$ cat config.mk
export PLATFORM = sky130hd
export DESIGN_NAME = json_string_unescape_utf8
export DESIGN_NICKNAME = d
export VERILOG_FILES = /design/src/hw/rtl/jsu_pkg.sv /design/src/hw/rtl/jsu_front.sv /design/src/hw/rtl/jsu_queue.sv /design/src/hw/rtl/jsu_back.sv /design/src/hw/rtl/json_string_unescape_utf8.sv
export SDC_FILE = /design/constraint.sdc
export NUM_CORES = 1
export LEC_CHECK = 0
export BUFFER_PORTS_ARGS = -buffer_cell sky130_fd_sc_hd__buf_4
export CAP_MARGIN = 20
export CORE_UTILIZATION = 40
export CTS_CLUSTER_DIAMETER = 50
export CTS_CLUSTER_SIZE = 16
export DETAILED_ROUTE_END_ITERATION = 6
export SKIP_CTS_REPAIR_TIMING = 1
export SYNTH_ARGS = -nofsm -noshare
export SYNTH_HDL_FRONTEND = slang
export SYNTH_HIERARCHICAL = 1
export SYNTH_SLANG_ARGS = --single-unit
$ cat constraint.sdc
create_clock -name clock -period 9.6 [get_ports clock]
set_clock_uncertainty 0.05 [all_clocks]
set_input_delay 0.48 -clock clock [delete_from_list [all_inputs] [get_ports clock]]
set_output_delay 0.48 -clock clock [all_outputs]
set_load 0.005 [all_outputs]
$ cat src/hw/rtl/jsu_pkg.sv
// ----------------------------------------------------------------------------
// jsu_pkg
// shared types, codes and helper functions of the json string unescaper
// ----------------------------------------------------------------------------
package jsu_pkg;

   // result kinds
   localparam logic [1:0] KIND_BYTE  = 2'd0;
   localparam logic [1:0] KIND_DONE  = 2'd1;
   localparam logic [1:0] KIND_ERROR = 2'd2;

   // error codes
   localparam logic [3:0] ERR_UNEXPECTED   = 4'd0;
   localparam logic [3:0] ERR_CUT_ESCAPE   = 4'd1;
   localparam logic [3:0] ERR_SHORT_HEX    = 4'd2;
   localparam logic [3:0] ERR_BAD_HEX      = 4'd3;
   localparam logic [3:0] ERR_NO_LOW       = 4'd4;
   localparam logic [3:0] ERR_BAD_LOW      = 4'd5;
   localparam logic [3:0] ERR_STRAY_LOW    = 4'd6;
   localparam logic [3:0] ERR_BAD_ESCAPE   = 4'd7;
   localparam logic [3:0] ERR_RAW_CONTROL  = 4'd8;
   localparam logic [3:0] ERR_UNTERMINATED = 4'd9;

   // characters
   localparam logic [7:0] CH_QUOTE     = 8'h22;
   localparam logic [7:0] CH_BACKSLASH = 8'h5C;
   localparam logic [7:0] CH_SPACE     = 8'h20;
   localparam logic [7:0] CH_TAB       = 8'h09;
   localparam logic [7:0] CH_LF        = 8'h0A;
   localparam logic [7:0] CH_CR        = 8'h0D;
   localparam logic [7:0] CH_U         = 8'h75;

   // surrogate prefixes (top six bits of a 16-bit unit)
   localparam logic [5:0] SURR_HIGH = 6'b110110;
   localparam logic [5:0] SURR_LOW  = 6'b110111;

   localparam int QUEUE_DEPTH_DEF = 4;

   // widths of the result words out of the block and the text words into it
   localparam int RSP_DATA_W = 16;
   localparam int REQ_DATA_W = 8;

   typedef enum logic [7:0] {
      PH_IDLE    = 8'b0000_0001,
      PH_STR     = 8'b0000_0010,
      PH_ESC     = 8'b0000_0100,
      PH_HEX     = 8'b0000_1000,
      PH_WANT_BS = 8'b0001_0000,
      PH_WANT_U  = 8'b0010_0000,
      PH_LOW_HEX = 8'b0100_0000,
      PH_DEAD    = 8'b1000_0000
   } phase_type;

   // all results caused by one input byte: content bytes first, then an
   // optional completion or error word
   typedef struct packed {
      logic [2:0]  nbytes;
      logic [31:0] data;      // first byte in the low bits
      logic        tail_en;
      logic [1:0]  tail_kind;
      logic [3:0]  tail_code;
   } burst_type;

   typedef struct packed {
      logic       ok;
      logic [3:0] val;
   } hex_type;

   typedef struct packed {
      logic [2:0]  nbytes;
      logic [31:0] data;
   } utf8_type;

   function automatic hex_type hex_value(input logic [7:0] b);
      hex_type r;
      r.ok  = 1'b1;
      r.val = 4'd0;
      if (b >= 8'h30 && b <= 8'h39) begin
         r.val = 4'(b - 8'h30);
      end else if (b >= 8'h61 && b <= 8'h66) begin
         r.val = 4'(b - 8'h57);
      end else if (b >= 8'h41 && b <= 8'h46) begin
         r.val = 4'(b - 8'h37);
      end else begin
         r.ok = 1'b0;
      end
      return r;
   endfunction

   // simple escape letter to its byte; ok low for anything else
   function automatic hex_type escape_map(input logic [7:0] b, output logic [7:0] c);
      hex_type r;
      r = '0;
      r.ok = 1'b1;
      case (b)
         8'h22:   c = 8'h22;
         8'h5C:   c = 8'h5C;
         8'h2F:   c = 8'h2F;
         8'h62:   c = 8'h08;
         8'h66:   c = 8'h0C;
         8'h6E:   c = 8'h0A;
         8'h72:   c = 8'h0D;
         8'h74:   c = 8'h09;
         default: begin
            c    = 8'h00;
            r.ok = 1'b0;
         end
      endcase
      return r;
   endfunction

   function automatic utf8_type utf8_encode(input logic [20:0] cp);
      utf8_type r;
      r = '0;
      if (cp <= 21'h7F) begin
         r.nbytes = 3'd1;
         r.data   = {24'd0, cp[7:0]};
      end else if (cp <= 21'h7FF) begin
         r.nbytes = 3'd2;
         r.data   = {16'd0, 2'b10, cp[5:0], 3'b110, cp[10:6]};
      end else if (cp <= 21'hFFFF) begin
         r.nbytes = 3'd3;
         r.data   = {8'd0, 2'b10, cp[5:0], 2'b10, cp[11:6], 4'b1110, cp[15:12]};
      end else begin
         r.nbytes = 3'd4;
         r.data   = {2'b10, cp[5:0], 2'b10, cp[11:6], 2'b10, cp[17:12],
                     5'b11110, cp[20:18]};
      end
      return r;
   endfunction

endpackage

$ cat src/hw/rtl/jsu_front.sv
// ----------------------------------------------------------------------------
// jsu_front
// scan state machine: classifies each text byte and builds its result burst
// ----------------------------------------------------------------------------
module jsu_front import jsu_pkg::*; (
   input  logic       clock,
   input  logic       reset,
   input  logic       in_valid,
   output logic       in_ready,
   input  logic [7:0] in_byte,
   input  logic       in_last,
   input  logic       queue_full,
   output logic       push,
   output burst_type  burst
);

   phase_type   phase_ff, phase_in;
   logic [15:0] acc_ff, acc_in;
   logic [9:0]  hi_ff, hi_in;
   logic [1:0]  cnt_ff, cnt_in;
   logic        bad_ff, bad_in;

   hex_type     hv;
   hex_type     ev;
   logic [7:0]  esc_char;
   logic [15:0] acc_next;
   logic        bad_next;
   logic        last_digit;
   logic [10:0] plane;
   utf8_type    enc_bmp, enc_pair;
   logic        fail_en;
   logic [3:0]  fail_code;
   logic        accept;

   assign in_ready = !queue_full;
   assign accept   = in_valid && in_ready;

   always_comb begin
      hv         = hex_value(in_byte);
      ev         = escape_map(in_byte, esc_char);
      acc_next   = {acc_ff[11:0], hv.val};
      bad_next   = bad_ff | !hv.ok;
      last_digit = (cnt_ff == 2'd3);
      plane      = {1'b0, hi_ff} + 11'd64;
      enc_bmp    = utf8_encode({5'd0, acc_next});
      enc_pair   = utf8_encode({plane, acc_next[9:0]});
   end

   always_comb begin
      phase_in  = phase_ff;
      acc_in    = acc_ff;
      hi_in     = hi_ff;
      cnt_in    = cnt_ff;
      bad_in    = bad_ff;
      burst     = '0;
      fail_en   = 1'b0;
      fail_code = ERR_UNEXPECTED;
      case (phase_ff)
         PH_IDLE: begin
            if (in_byte == CH_QUOTE) begin
               phase_in = PH_STR;
               if (in_last) begin
                  fail_en   = 1'b1;
                  fail_code = ERR_UNTERMINATED;
               end
            end else if (in_byte == CH_SPACE || in_byte == CH_TAB ||
                         in_byte == CH_LF || in_byte == CH_CR) begin
               fail_en   = in_last;
               fail_code = ERR_UNEXPECTED;
            end else begin
               fail_en   = 1'b1;
               fail_code = ERR_UNEXPECTED;
            end
         end
         PH_STR: begin
            if (in_byte == CH_QUOTE) begin
               burst.tail_en   = 1'b1;
               burst.tail_kind = KIND_DONE;
               phase_in        = PH_IDLE;
            end else if (in_byte == CH_BACKSLASH) begin
               phase_in  = PH_ESC;
               fail_en   = in_last;
               fail_code = ERR_CUT_ESCAPE;
            end else if (in_byte < CH_SPACE) begin
               fail_en   = 1'b1;
               fail_code = ERR_RAW_CONTROL;
            end else begin
               burst.nbytes = 3'd1;
               burst.data   = {24'd0, in_byte};
               fail_en      = in_last;
               fail_code    = ERR_UNTERMINATED;
            end
         end
         PH_ESC: begin
            if (ev.ok) begin
               burst.nbytes = 3'd1;
               burst.data   = {24'd0, esc_char};
               phase_in     = PH_STR;
               fail_en      = in_last;
               fail_code    = ERR_UNTERMINATED;
            end else if (in_byte == CH_U) begin
               acc_in    = '0;
               cnt_in    = '0;
               bad_in    = 1'b0;
               phase_in  = PH_HEX;
               fail_en   = in_last;
               fail_code = ERR_SHORT_HEX;
            end else begin
               fail_en   = 1'b1;
               fail_code = ERR_BAD_ESCAPE;
            end
         end
         PH_HEX: begin
            acc_in = acc_next;
            bad_in = bad_next;
            cnt_in = cnt_ff + 2'd1;
            if (last_digit) begin
               if (bad_next) begin
                  fail_en   = 1'b1;
                  fail_code = ERR_BAD_HEX;
               end else if (acc_next[15:10] == SURR_HIGH) begin
                  hi_in     = acc_next[9:0];
                  phase_in  = PH_WANT_BS;
                  fail_en   = in_last;
                  fail_code = ERR_NO_LOW;
               end else if (acc_next[15:10] == SURR_LOW) begin
                  fail_en   = 1'b1;
                  fail_code = ERR_STRAY_LOW;
               end else begin
                  burst.nbytes = enc_bmp.nbytes;
                  burst.data   = enc_bmp.data;
                  phase_in     = PH_STR;
                  fail_en      = in_last;
                  fail_code    = ERR_UNTERMINATED;
               end
            end else begin
               fail_en   = in_last;
               fail_code = ERR_SHORT_HEX;
            end
         end
         PH_WANT_BS: begin
            if (in_byte == CH_BACKSLASH) begin
               phase_in = PH_WANT_U;
               fail_en  = in_last;
            end else begin
               fail_en  = 1'b1;
            end
            fail_code = ERR_NO_LOW;
         end
         PH_WANT_U: begin
            if (in_byte == CH_U) begin
               acc_in    = '0;
               cnt_in    = '0;
               bad_in    = 1'b0;
               phase_in  = PH_LOW_HEX;
               fail_en   = in_last;
               fail_code = ERR_BAD_LOW;
            end else begin
               fail_en   = 1'b1;
               fail_code = ERR_NO_LOW;
            end
         end
         PH_LOW_HEX: begin
            acc_in    = acc_next;
            bad_in    = bad_next;
            cnt_in    = cnt_ff + 2'd1;
            fail_code = ERR_BAD_LOW;
            if (last_digit) begin
               if (bad_next || acc_next[15:10] != SURR_LOW) begin
                  fail_en = 1'b1;
               end else begin
                  burst.nbytes = enc_pair.nbytes;
                  burst.data   = enc_pair.data;
                  phase_in     = PH_STR;
                  fail_en      = in_last;
                  fail_code    = ERR_UNTERMINATED;
               end
            end else begin
               fail_en = in_last;
            end
         end
         default: begin
            // error recovery: swallow bytes until end of text
         end
      endcase
      if (fail_en) begin
         burst.tail_en   = 1'b1;
         burst.tail_kind = KIND_ERROR;
         burst.tail_code = fail_code;
         phase_in        = PH_DEAD;
      end
      if (in_last) begin
         phase_in = PH_IDLE;
      end
   end

   assign push = accept && (burst.nbytes != 3'd0 || burst.tail_en);

   always_ff @(posedge clock) begin
      if (reset) begin
         phase_ff <= PH_IDLE;
         acc_ff   <= '0;
         hi_ff    <= '0;
         cnt_ff   <= '0;
         bad_ff   <= 1'b0;
      end else if (accept) begin
         phase_ff <= phase_in;
         acc_ff   <= acc_in;
         hi_ff    <= hi_in;
         cnt_ff   <= cnt_in;
         bad_ff   <= bad_in;
      end
   end

endmodule

$ cat src/hw/rtl/jsu_queue.sv
// ----------------------------------------------------------------------------
// jsu_queue
// short fifo of result bursts between the scanner and the output sequencer
// ----------------------------------------------------------------------------
module jsu_queue import jsu_pkg::*; #(
   parameter int DEPTH = QUEUE_DEPTH_DEF
) (
   input  logic      clock,
   input  logic      reset,
   input  logic      push,
   input  burst_type push_burst,
   output logic      full,
   input  logic      pop,
   output logic      not_empty,
   output burst_type head
);

   localparam int AW = (DEPTH > 1) ? $clog2(DEPTH) : 1;
   localparam int CW = $clog2(DEPTH + 1);
   localparam logic [AW-1:0] LAST_SLOT = AW'(DEPTH - 1);
   localparam logic [CW-1:0] FULL_CNT  = CW'(DEPTH);

   burst_type         slot_ff [DEPTH];
   logic [AW-1:0]     wr_ff, wr_in;
   logic [AW-1:0]     rd_ff, rd_in;
   logic [CW-1:0]     cnt_ff, cnt_in;

   assign full      = (cnt_ff == FULL_CNT);
   assign not_empty = (cnt_ff != '0);
   assign head      = slot_ff[rd_ff];

   always_comb begin
      wr_in  = wr_ff;
      rd_in  = rd_ff;
      cnt_in = cnt_ff;
      if (push) begin
         wr_in = (wr_ff == LAST_SLOT) ? '0 : wr_ff + AW'(1);
      end
      if (pop) begin
         rd_in = (rd_ff == LAST_SLOT) ? '0 : rd_ff + AW'(1);
      end
      if (push && !pop) begin
         cnt_in = cnt_ff + CW'(1);
      end else if (pop && !push) begin
         cnt_in = cnt_ff - CW'(1);
      end
   end

   always_ff @(posedge clock) begin
      if (push) begin
         slot_ff[wr_ff] <= push_burst;
      end
   end

   always_ff @(posedge clock) begin
      if (reset) begin
         wr_ff  <= '0;
         rd_ff  <= '0;
         cnt_ff <= '0;
      end else begin
         wr_ff  <= wr_in;
         rd_ff  <= rd_in;
         cnt_ff <= cnt_in;
      end
   end

endmodule

$ cat src/hw/rtl/jsu_back.sv
// ----------------------------------------------------------------------------
// jsu_back
// output sequencer: unrolls one burst into result words; unless the output stalls, one per cycle
// ----------------------------------------------------------------------------
module jsu_back import jsu_pkg::*; (
   input  logic       clock,
   input  logic       reset,
   input  logic       burst_valid,
   input  burst_type  burst,
   output logic       pop,
   output logic       out_valid,
   input  logic       out_ready,
   output logic [1:0] out_kind,
   output logic [7:0] out_byte,
   output logic [3:0] out_code,
   output logic       out_last
);

   logic [2:0] idx_ff, idx_in;
   logic       valid_ff, valid_in;
   logic [1:0] kind_ff, kind_in;
   logic [7:0] byte_ff, byte_in;
   logic [3:0] code_ff, code_in;
   logic       last_ff, last_in;
   logic       load;
   logic       in_bytes;
   logic       final_word;

   assign load       = burst_valid && (!valid_ff || out_ready);
   assign in_bytes   = (idx_ff < burst.nbytes);
   assign final_word = in_bytes ? (idx_ff == burst.nbytes - 3'd1) && !burst.tail_en : 1'b1;
   assign pop        = load && final_word;

   always_comb begin
      idx_in   = idx_ff;
      valid_in = valid_ff && !out_ready;
      kind_in  = kind_ff;
      byte_in  = byte_ff;
      code_in  = code_ff;
      last_in  = last_ff;
      if (load) begin
         valid_in = 1'b1;
         last_in  = final_word;
         idx_in   = final_word ? 3'd0 : idx_ff + 3'd1;
         if (in_bytes) begin
            kind_in = KIND_BYTE;
            byte_in = burst.data[{idx_ff[1:0], 3'b000} +: 8];
            code_in = 4'd0;
         end else begin
            kind_in = burst.tail_kind;
            byte_in = 8'd0;
            code_in = burst.tail_code;
         end
      end
   end

   always_ff @(posedge clock) begin
      if (reset) begin
         idx_ff   <= '0;
         valid_ff <= 1'b0;
      end else begin
         idx_ff   <= idx_in;
         valid_ff <= valid_in;
      end
   end

   always_ff @(posedge clock) begin
      kind_ff <= kind_in;
      byte_ff <= byte_in;
      code_ff <= code_in;
      last_ff <= last_in;
   end

   assign out_valid = valid_ff;
   assign out_kind  = kind_ff;
   assign out_byte  = byte_ff;
   assign out_code  = code_ff;
   assign out_last  = last_ff;

endmodule

$ cat src/hw/rtl/json_string_unescape_utf8.sv
// ----------------------------------------------------------------------------
// json_string_unescape_utf8
// unescapes a json string from a byte stream into utf-8 content words
// ----------------------------------------------------------------------------
// Text bytes enter on the req_ stream, one byte per word, with req_tlast
// marking the last byte of the text. Leading json whitespace is skipped, an
// opening quote starts the string, and every content byte, simple escape and
// \uXXXX escape (surrogate pairs joined) comes out as utf-8 bytes on the rsp_
// stream, followed by a completion word at the closing quote. Any error gives
// a single error word and the rest of the text up to req_tlast is dropped.
// rsp_tlast flags the last result word caused by an input byte. The scanner
// takes one byte per cycle while its burst queue (QUEUE_DEPTH entries) has
// room; the output sequencer sends one result word per cycle while the output
// is not stalled, so a byte that yields n results holds the output side until
// all n are sent (n from 0 to 5, four utf-8 bytes plus an error word at most).
// With rsp_tready high, plain text sustains one input byte per cycle, and
// the scanner waits on a full queue while multi-byte code points are written
// out. Each result word passes the burst queue, then the output register.
// ----------------------------------------------------------------------------
module json_string_unescape_utf8 import jsu_pkg::*; #(
   parameter int QUEUE_DEPTH = QUEUE_DEPTH_DEF
) (
   input  logic                  clock,
   input  logic                  reset,
   // text stream
   input  logic                  req_tvalid,
   output logic                  req_tready,
   input  logic [REQ_DATA_W-1:0] req_tdata,   // [7:0] text_byte
   input  logic                  req_tlast,   // end_of_text
   // result stream
   output logic                  rsp_tvalid,
   input  logic                  rsp_tready,
   output logic [RSP_DATA_W-1:0] rsp_tdata,   // [7:0] content_byte, [11:8] error_code,
                                              // [15:12] zero
   output logic [1:0]            rsp_tuser,   // [1:0] kind
   output logic                  rsp_tlast    // run_end
);

   // burst handoff between scanner and sequencer
   logic      push;
   burst_type push_burst;
   logic      queue_full;
   logic      pop;
   logic      burst_valid;
   burst_type head_burst;

   // output word fields
   logic [7:0] out_byte;
   logic [3:0] out_code;

   // scanner: phase machine, hex accumulator and utf-8 encoder
   jsu_front u_front (
      .clock      (clock),
      .reset      (reset),
      .in_valid   (req_tvalid),
      .in_ready   (req_tready),
      .in_byte    (req_tdata[7:0]),
      .in_last    (req_tlast),
      .queue_full (queue_full),
      .push       (push),
      .burst      (push_burst)
   );

   // bursts wait here so the scanner keeps going while the output stalls
   jsu_queue #(
      .DEPTH (QUEUE_DEPTH)
   ) u_queue (
      .clock      (clock),
      .reset      (reset),
      .push       (push),
      .push_burst (push_burst),
      .full       (queue_full),
      .pop        (pop),
      .not_empty  (burst_valid),
      .head       (head_burst)
   );

   // sequencer: one result word per cycle into the output register while the output is not stalled
   jsu_back u_back (
      .clock       (clock),
      .reset       (reset),
      .burst_valid (burst_valid),
      .burst       (head_burst),
      .pop         (pop),
      .out_valid   (rsp_tvalid),
      .out_ready   (rsp_tready),
      .out_kind    (rsp_tuser),
      .out_byte    (out_byte),
      .out_code    (out_code),
      .out_last    (rsp_tlast)
   );

   assign rsp_tdata = {4'd0, out_code, out_byte};

endmodule

* Yosys cells after proc, flatten, opt, wreduce, memory -nomap -nowiden
Memories as Yosys holds them, arrays and structs flattened. A register that Yosys moved wholly into a read port is not among the register bits.
Index checks and enable logic that the tools add are counted.
W data, S select, Z words.
** Storage, ports and cells
- Memory bits (writable) :: 168
- Input bits :: 13
- Flip-flop bits (word level) :: 63
- Output and inout port bits :: 21
- Memories kept :: 1
- Logic and storage cells :: 209
** Operators by class
- Reduce and logical (&&, ||, !) cells :: 34
- Eq/ne operators :: 39
- Muxes and demuxes :: 94
- Bitwise logic cells :: 2
- Shift-type cells :: 1
- $lt $le $gt $ge :: 13
- $add $sub $neg :: 11
** Memories
- u_queue.slot_ff :: words 4, bits a word 42, rd ports 1, clocked after Yosys merged registers in 1, write ports 1, RTL line jsu_queue.sv:23 : burst_type slot_ff [DEPTH];
** Operators by type and width (count)
- $mux W35 :: 12
- $pmux W35 S4 :: 1
- $mux W8 :: 15
- $mux W33 :: 3
- $eq A8 B7 Y1 const B :: 8
- $mux W4 :: 14
- $pmux W7 S8 :: 1
- $pmux W8 S7 :: 1
- $pmux W16 S3 :: 1
- $eq A8 B4 Y1 const B :: 4
- $eq A8 B6 Y1 const B :: 4
- $mux W16 :: 2
- $shiftx A32 B6 Y8 :: 1
- $pmux W4 S7 :: 1
- $mux W1 :: 27
- $le A21 B11 Y1 const B :: 1
- $le A21 B16 Y1 const B :: 1
- $le A21 B7 Y1 const B :: 1
- $ne A4 B2 Y1 const B :: 5
- $mux W3 :: 6
- $ge A8 B7 Y1 const B :: 2
- $le A16 B11 Y1 const B :: 1
- $le A16 B7 Y1 const B :: 1
- $le A8 B7 Y1 const B :: 2
- 42 further kinds :: 79

* Logic depth before layout (Yosys ltp)
Gate-level depths: netlist of the first run.
- Depth after elaboration :: 20
- Depth in mapped cells :: 16
- Gate-level depth less buffers :: 15

* By module
The synthesis of the first run kept the hierarchy.
** By module, submodules not included
- jsu_queue :: cells an instance 264, instances 1, seq. area each 5225.0 µm², area each 6555.0 µm²
- jsu_front :: cells an instance 479, instances 1, seq. area each 660.6 µm², area each 3499.6 µm²
- jsu_back :: cells an instance 76, instances 1, seq. area each 530.5 µm², area each 1068.5 µm²
- json_string_unescape_utf8 :: cells an instance 5, instances 1, seq. area each 0.0 µm², area each 33.8 µm²

* Worst setup path before layout of the first run
No wires, ideal clock.
- Path kind :: input-to-reg
- Start :: in req_tdata[4]
- End :: mem u_queue/slot_ff[3][0] (netlist bit), enable pin
- Stages :: 10
- Buffers on the path :: 2
- Setup slack :: 5.342 ns
- Data required time :: 9.100 ns
- Library setup time :: 0.450 ns
- Arrival :: 3.758 ns
- Path through :: buf_2 or3b_4 or4_1 buf_2 a2111o_1 a21o_1 a211oi_4 nand2b_1 o41a_1 and2_1
** RTL lines
- from (decl) :: RTL line json_string_unescape_utf8.sv:28 : input logic [REQ_DATA_W-1:0] req_tdata,
- to (decl) :: RTL line jsu_queue.sv:23

==> results.json, run 1 <==
{
  "status": "finished clean",
  "cp_slowest_cell": "or4_1",
  "crit_fanout": 10,
  "maxCapViolCount": 0,
  "worstSetupPathType": "in -> reg",
  "synth_commonest_cells": "edfxtp_1 (183), nor2_1 (52), mux4_2 (48)",
  "ios": 34,
  "wl_per_cell_um": 20.5,
  "grt_use_total": 0.181,
  "fin_ws_ps": 5270,
  "crit_chain": "buf_4 > inv_1 > ha_1 > nor3b_1 > or4_1 > a2111oi_0 > o21ai_0 > a211oi_4 > nand2b_1 > o41a_1 > ha_1 > inv_1 > fa_1 > mux2i_1 > nor2_1",
  "whs_path_depth": 3,
  "hold_viol": 0,
  "synth_compound_area_frac": 0.105,
  "p_seq_frac": 0.436,
  "setup_viol": 0,
  "grt_max_degree": 50,
  "grt-ovfl-total": 0,
  "synth_area_leaders": "edfxtp_1 (49%), mux4_2 (9.7%), dfxtp_1 (8.3%), ha_1 (2.0%), nor2_1 (1.7%)",
  "multi_input_area_mm2": 0.00434,
  "final_cell_area_mm2": 0.0125,
  "r2r_start": "u_front/phase_ff[4]",
  "synthAdderAreaFrac": 0.0220,
  "layout-drive-gt1-share": 0.188,
  "synth_ff_type": "edfxtp_1",
  "antenna_found_initial": 0,
  "cp_data_required_time_ps": 9940,
  "io_buffers": 29,
  "start_util": 0.411,
  "setup_tns_ps": 0,
  "viasPerCell": 5.75,
  "fmax_mhz": 231,
  "placed_cell_area_mm2": 0.0116,
  "grt_pass1_wl_mm": 39.8,
  "synth_area_mm2": 0.0112,
  "first_iter_violations": 738,
  "ys_warn_count": 6,
  "yosys.area.top_type": "edfxtp_1",
  "net-switching-power_uw": 799,
  "synth_mux_area_frac": 0.119,
  "synth_most_common_cell": "edfxtp_1",
  "place_congestion": 0.881,
  "min_to": "u_back/out_valid",
  "hold_class": "in -> reg",
  "maxSlewViolCount": 0,
  "synth_top_area_share": 0.493,
  "root_buffer": "clkbuf_16",
  "numCtsBuffers": 26,
  "hold_slack_ps": 221,
  "diodes": 0,
  "synth_seq_cells": 229,
  "swShare": 0.272,
  "drc": 0,
  "start_kind": "input port",
  "dpl_worst_slack_ps": 4750,
  "r2r_end": "u_queue/slot_ff[1][38]",
  "fin_crit_sh": 0.451,
  "finalCoreUtilization": 0.462,
  "ff2ff_setup_slack_ps": 5280,
  "irDropWorstVdd_mv": 0.109,
  "intPower_uw": 2140,
  "ys_types": 85,
  "h-tree-depth": 1,
  "cp-end-kind": "flip-flop",
  "comb_power_share": 0.224,
  "core-area_mm2": 0.0272,
  "clkPwrFrac": 0.340,
  "wl_mm": 25.5,
  "max_stage_delay_ps": 640,
  "cts_sinks": 229,
  "async_flop_share": 0,
  "synth_top_family_by_area": "simple AND/OR/NAND/NOR gates",
  "row_count": 60,
  "arrival_ps": 4670,
  "dr.pass1.iters": 5,
  "fillers": 2458,
  "seqCellArea_mm2": 0.00642,
  "timing.slew.headroom": 0.277,
  "power_density_mw_per_mm2": 234,
  "cts_tree": "built",
  "die_w_um": 169,
  "synth_edf_count": 183,
  "grt_setup_unrepaired": "false",
  "dp_hpwl_mm": 17.1,
  "hold_start": "rsp_tready",
  "synth_xor_area_frac": 0.00751,
  "grt_pass1_vias": 6923,
  "power_leakage_uw": 0.00431,
  "tightestPinTransition_ps": 1080,
  "syn_avg_cell_area_um2": 13.5,
  "path_clk_slew_ps": 60,
  "insertion_delay_ps": 530,
  "ys_seq_area_frac": 0.575,
  "synthSimpleGateAreaFrac": 0.132,
  "worstRegToRegCells": 9,
  "die_area_mm2": 0.0286,
  "vias": 7131,
  "die_height_um": 169,
  "area_growth_pct": 12.4,
  "ant_nets": 0,
  "clockBufferDepth": 3,
  "nets": 881,
  "min_period_ps": 4330,
  "syn_inst": 824
}
power groups by stage:
stage          Clock [µW]  Sequential (µW)  Combinational [µW]
2_1_floorplan           0             1280                 522
3_3_place_gp            0             1300                 658
3_5_place_dp            0             1310                 666
4_1_cts              1030             1290                 668
5_1_grt              1060             1300                 721
6_report              999             1280                 657
worst max-delay path: cells and delay by family:
kind | cells | cell delay (ps)
AOI/OAI and AO/OA | 4 | 1710
and+or+nand+nor | 4 | 1090
adders and majority gates | 3 | 960
buffers and inverters | 3 | 280
muxes | 1 | 150
kinds of logic (layout without fill, tap and decap cells):
family | after synthesis | count (layout)
flops | 229 | 229
mux | 69 | 69
fa+ha+maj | 19 | 19
xor+xnor | 8 | 8
simple gates | 262 | 262
buf+inv | 78 | 118
other cells | 2 | 7
compound gates | 157 | 157
sequential cells by signal, indices dropped and copies added (netlist names), 2 cells and up, named ones only:
register and count:
u_back/idx_ff 3, u_back/out_byte 8, u_back/out_code 4, u_back/out_kind 2, u_front/acc_ff 12, u_front/cnt_ff 2, u_front/hi_ff 10, u_front/phase_ff 8
u_queue/cnt_ff 3, u_queue/rd_ff 2, u_queue/slot_ff 168, u_queue/wr_ff 2
routing by layer:
layer | GRT usage | vias up | share of wire
li1 | - | 3281 | -
met1 | 0.252 | 3560 | 0.45
met2 | 0.290 | 233 | 0.47
met3 | 0.0288 | 57 | 0.057
met4 | 0.0588 | 0 | 0.028
met5 | 0 | - | 0
layout make-up:
cell class / instances / share of cell area
clock buffer: 28 / 0.0525
inverter: 29 / 0.00868
tap: 372 / 0.0371
clock inverter: 20 / 0.0186
multi-input combinational: 522 / 0.346
timing repair buffer: 41 / 0.0258
sequential: 229 / 0.512
metrics by stage:
| stage | total power [µW] | cells |
|---|---|---|
| floorplan | 1800 | 829 |
| CTS | 2980 | 1238 |
| finish | 2940 | 1241 |
| detailed placement | 1970 | 1190 |
| global route | 3080 | 1241 |
| global placement | 1960 | 1189 |
worst max path at each step:
stage / start / end
CTS: flip-flop / u_queue/cnt_ff[2]
detailed placement: req_tdata[0] / u_queue/cnt_ff[1]
floorplan: req_tdata[4] / u_queue/slot_ff[3][0]
global route: u_front/phase_ff[4] / u_queue/slot_ff[1][19]
finish: req_tdata[0] / u_queue/cnt_ff[1]
global placement: req_tdata[0] / u_queue/cnt_ff[2]
layout by cell type (no fill, tap or decap), types with 9 or more instances in the layout:
| cell | count |
|---|---|
| and3_1 | 11 |
| mux2i_1 | 17 |
| a21oi_1 | 17 |
| o21ai_0 | 30 |
| and2_1 | 16 |
| a22o_1 | 9 |
| nand3_1 | 17 |
| clkbuf_16 | 26 |
| ha_1 | 18 |
| buf_4 | 38 |
| nor2b_1 | 12 |
| mux4_2 | 48 |
| edfxtp_1 | 183 |
| nand2_1 | 37 |
| or4_1 | 13 |
| o22ai_1 | 13 |
| nand2b_1 | 30 |
| inv_1 | 29 |
| nor4_1 | 10 |
| nor2_1 | 52 |
| dfxtp_1 | 44 |
| nor3_1 | 18 |
Power figures use the tool's default switching activity.
==> inputs of run 2 (changes only) <==
--- a/config.mk
+++ b/config.mk
@@ -5,6 +5,7 @@
 export SDC_FILE = /design/constraint.sdc
 export NUM_CORES = 1
 export LEC_CHECK = 0
+export ABC_AREA = 1
 export BUFFER_PORTS_ARGS = -buffer_cell sky130_fd_sc_hd__buf_4
 export CAP_MARGIN = 20
 export CORE_UTILIZATION = 40
==> constraint.sdc (replaced) <==
create_clock -name clock -period 4.14 [get_ports clock]
set_clock_uncertainty 0.05 [all_clocks]
set_input_delay 0.207 -clock clock [delete_from_list [all_inputs] [get_ports clock]]
set_output_delay 0.207 -clock clock [all_outputs]
set_load 0.005 [all_outputs]
==> run 2 against run 1 <==
Effect of this change: flip-flop and latch count unchanged; sequential power increased to 2.5 times the previous value; power grew to 2.9 times the previous value; clock power is 130% higher; design area rose by 2.0%; hold slack lost 130 ps; via count increased by 22%; largest cell class unchanged; cell count is 32% higher; combinational power grew to 4.6 times the previous value.
==> results.json, run 2 <==
{
  "largest_reg_flops": 168,
  "arrival_ps": 4070,
  "worstSetupPathType": "reg -> reg",
  "reg_top3": "u_queue/slot_ff: 168 flops, u_front/acc_ff: 12 flops, u_front/hi_ff: 10 flops",
  "tightestPinTransition_ps": 940,
  "first_iter_violations": 824,
  "ys_seq_area_frac": 0.568,
  "setup_viol": 0,
  "dpl_worst_slack_ps": 338,
  "synth_top_area_share": 0.486,
  "die_height_um": 170,
  "insertion_delay_ps": 550,
  "cp_common_cell": "nand2_1",
  "grt_max_degree": 69,
  "grt_use_met3": 0.0247,
  "core-area_mm2": 0.0278,
  "crit_chain": "nor2_1 > nand2_1 > nor2_1 > nor2_1 > inv_2 > nand2_1 > nand3_1 > nand2_1 > nand2_1 > inv_2 > nand2_1 > nor2_1 > nand3_1 > nand2_1 > inv_1 > ha_1 > inv_1 > fa_1 > nand2_1 > nand3_1 > nand2_1 > inv_1 > nor2_1",
  "yosys.area.top_type": "edfxtp_1",
  "viasPerCell": 5.34,
  "path_clk_slew_ps": 60,
  "grt-ovfl-total": 0,
  "hold_viol": 0,
  "start_util": 0.407,
  "ios": 34,
  "drc": 0,
  "irDropWorstVdd_mv": 0.353,
  "fin_crit_sh": 0.882,
  "finalCoreUtilization": 0.461,
  "synth_seq_cells": 229,
  "io_buffers": 29,
  "ys_warn_count": 6,
  "fin_ws_ps": 488,
  "clockBufferDepth": 3,
  "dp_hpwl_mm": 19.5,
  "min_period_ps": 3650,
  "synth_area_mm2": 0.0113,
  "synth_ff_type": "edfxtp_1",
  "wl_per_cell_um": 17.6,
  "vias": 8727,
  "worstRegToRegCells": 23,
  "grt_pass1_wl_mm": 44.8,
  "synth_edf_count": 183,
  "cp_data_required_time_ps": 4560,
  "place_congestion": 0.932,
  "grtUsageMet1": 0.273,
  "die_w_um": 170,
  "ant_nets": 0,
  "power_leakage_uw": 0.00492,
  "ff2ff_setup_slack_ps": 490,
  "cts_sinks": 229,
  "placed_cell_area_mm2": 0.0119,
  "r2r_end": "u_queue/cnt_ff[2]",
  "nets": 1267,
  "status": "finished clean",
  "grt_pass1_vias": 8121,
  "grt-busiest-layer": "met2",
  "row_count": 61,
  "maxSlewViolCount": 0,
  "setup_tns_ps": 0,
  "area_growth_pct": 13.2,
  "synth_commonest_cells": "nor2_1 (206), edfxtp_1 (183), nand2_1 (165)",
  "diodes": 0,
  "async_flop_share": 0,
  "syn_inst": 1197,
  "synth_area_leaders": "edfxtp_1 (49%), dfxtp_1 (8.2%), nor2_1 (6.8%), nand2_1 (5.5%), o21ai_0 (4.4%)",
  "final_cell_area_mm2": 0.0128,
  "numCtsBuffers": 27,
  "r2r_start": "u_front/phase_ff[3]",
  "cp-end-kind": "flip-flop",
  "min_to": "u_front/phase_ff[0]",
  "die_area_mm2": 0.0289,
  "timing.slew.headroom": 0.370,
  "power_density_mw_per_mm2": 663,
  "h-tree-depth": 1,
  "layout_commonest_cell": "nor2_1",
  "whs_path_depth": 5,
  "start_kind": "flip-flop",
  "grt_use_total": 0.200,
  "synth_most_common_cell": "nor2_1",
  "final_cell_mix": "nor2_1 (206), edfxtp_1 (183), nand2_1 (165)",
  "wl_mm": 28.7,
  "cts_tree": "built",
  "grt_setup_unrepaired": "false",
  "crit_fanout": 9,
  "cp_slowest_cell": "nor2_1",
  "antenna_found_initial": 0,
  "grtUsageMet2": 0.335,
  "fillers": 2676,
  "layout-drive-gt1-share": 0.131,
  "top_register": "u_queue/slot_ff",
  "ys_types": 49,
  "hold_start": "req_tlast",
  "root_buffer": "clkbuf_16",
  "hold_class": "in -> reg",
  "syn_avg_cell_area_um2": 9.44,
  "dr.pass1.iters": 5,
  "fmax_mhz": 274,
  "max_stage_delay_ps": 380,
  "maxCapViolCount": 0
}
run 2: cell types whose count changed in the layout (fill, tap and decap cells not counted), moves of 17 or more:
cell,before,now
inv_1,29,106
a21oi_1,17,55
o22ai_1,13,36
o21ai_1,5,36
o21ai_0,30,100
mux2i_1,17,0
nand2_1,37,165
nand4_1,5,22
nand2b_1,30,0
mux4_2,48,0
inv_2,0,18
nor2_1,52,206
nand3_1,17,54
run 2: worst max-delay path, delay by kind of cell, from the launching register on:
kind,cells,cell delay (ps)
adder cells (fa/ha/maj),2,570
buffers and inverters,5,520
AND/OR/NAND/NOR,16,2100
flip-flops,1,330
run 2: how the worst max path moves through the flow:
stage | from | end | cells past startpoint
4_1_cts | u_front/phase_ff[3] | u_queue/cnt_ff[2] | 23
3_3_place_gp | req_tdata[0] | u_queue/cnt_ff[1] | 23
3_5_place_dp | req_tdata[0] | u_queue/cnt_ff[1] | 23
5_1_grt | u_front/phase_ff[0] | u_queue/cnt_ff[2] | 23
2_1_floorplan | req_tdata[0] | u_queue/slot_ff[0][0] | 21
6_report | u_front/phase_ff[3] | u_queue/cnt_ff[2] | 23
run 2: final cells by class:
cell class	count	area, µm²	area share
sequential	229	6420	0.502
multi-input combinational	802	4120	0.322
clock buffer	29	683	0.0534
tap	378	473	0.0370
inverter	124	465	0.0364
timing repair buffer	51	450	0.0352
clock inverter	20	181	0.0142
run 2: cell families after synthesis:
| logic type | Yosys count | share of synthesized area |
|---|---|---|
| adders and majority gates | 19 | 0.0217 |
| and+or+nand+nor | 502 | 0.195 |
| AOI/OAI and AO/OA | 269 | 0.142 |
| other | 2 | 0.000665 |
| xor gates and xnor gates | 5 | 0.00388 |
| DFF | 229 | 0.568 |
| buffers and inverters | 171 | 0.0689 |
run 2: per-stage QoR:
| step | hold slack (ps) | power (µW) | instances |
|---|---|---|---|
| 5_1_grt | 108 | 9040 | 1633 |
| 3_5_place_dp | 404 | 6280 | 1581 |
| 3_3_place_gp | 395 | 6250 | 1581 |
| 4_1_cts | -127 | 8550 | 1630 |
| 2_1_floorplan | 226 | 5390 | 1202 |
| 6_report | 91.0 | 8480 | 1633 |
run 2: layer usage:
metal  wire (µm)  part of all wire
met1       12900              0.45
met2       13400              0.47
met3        1660             0.058
met4         715             0.025
met5           0                 0
run 2: where the power goes:
group	switching (µW)	total (µW)	internal, µW
registers	172	3220	3050
logic	2020	3010	992
clock network	1010	2250	1240
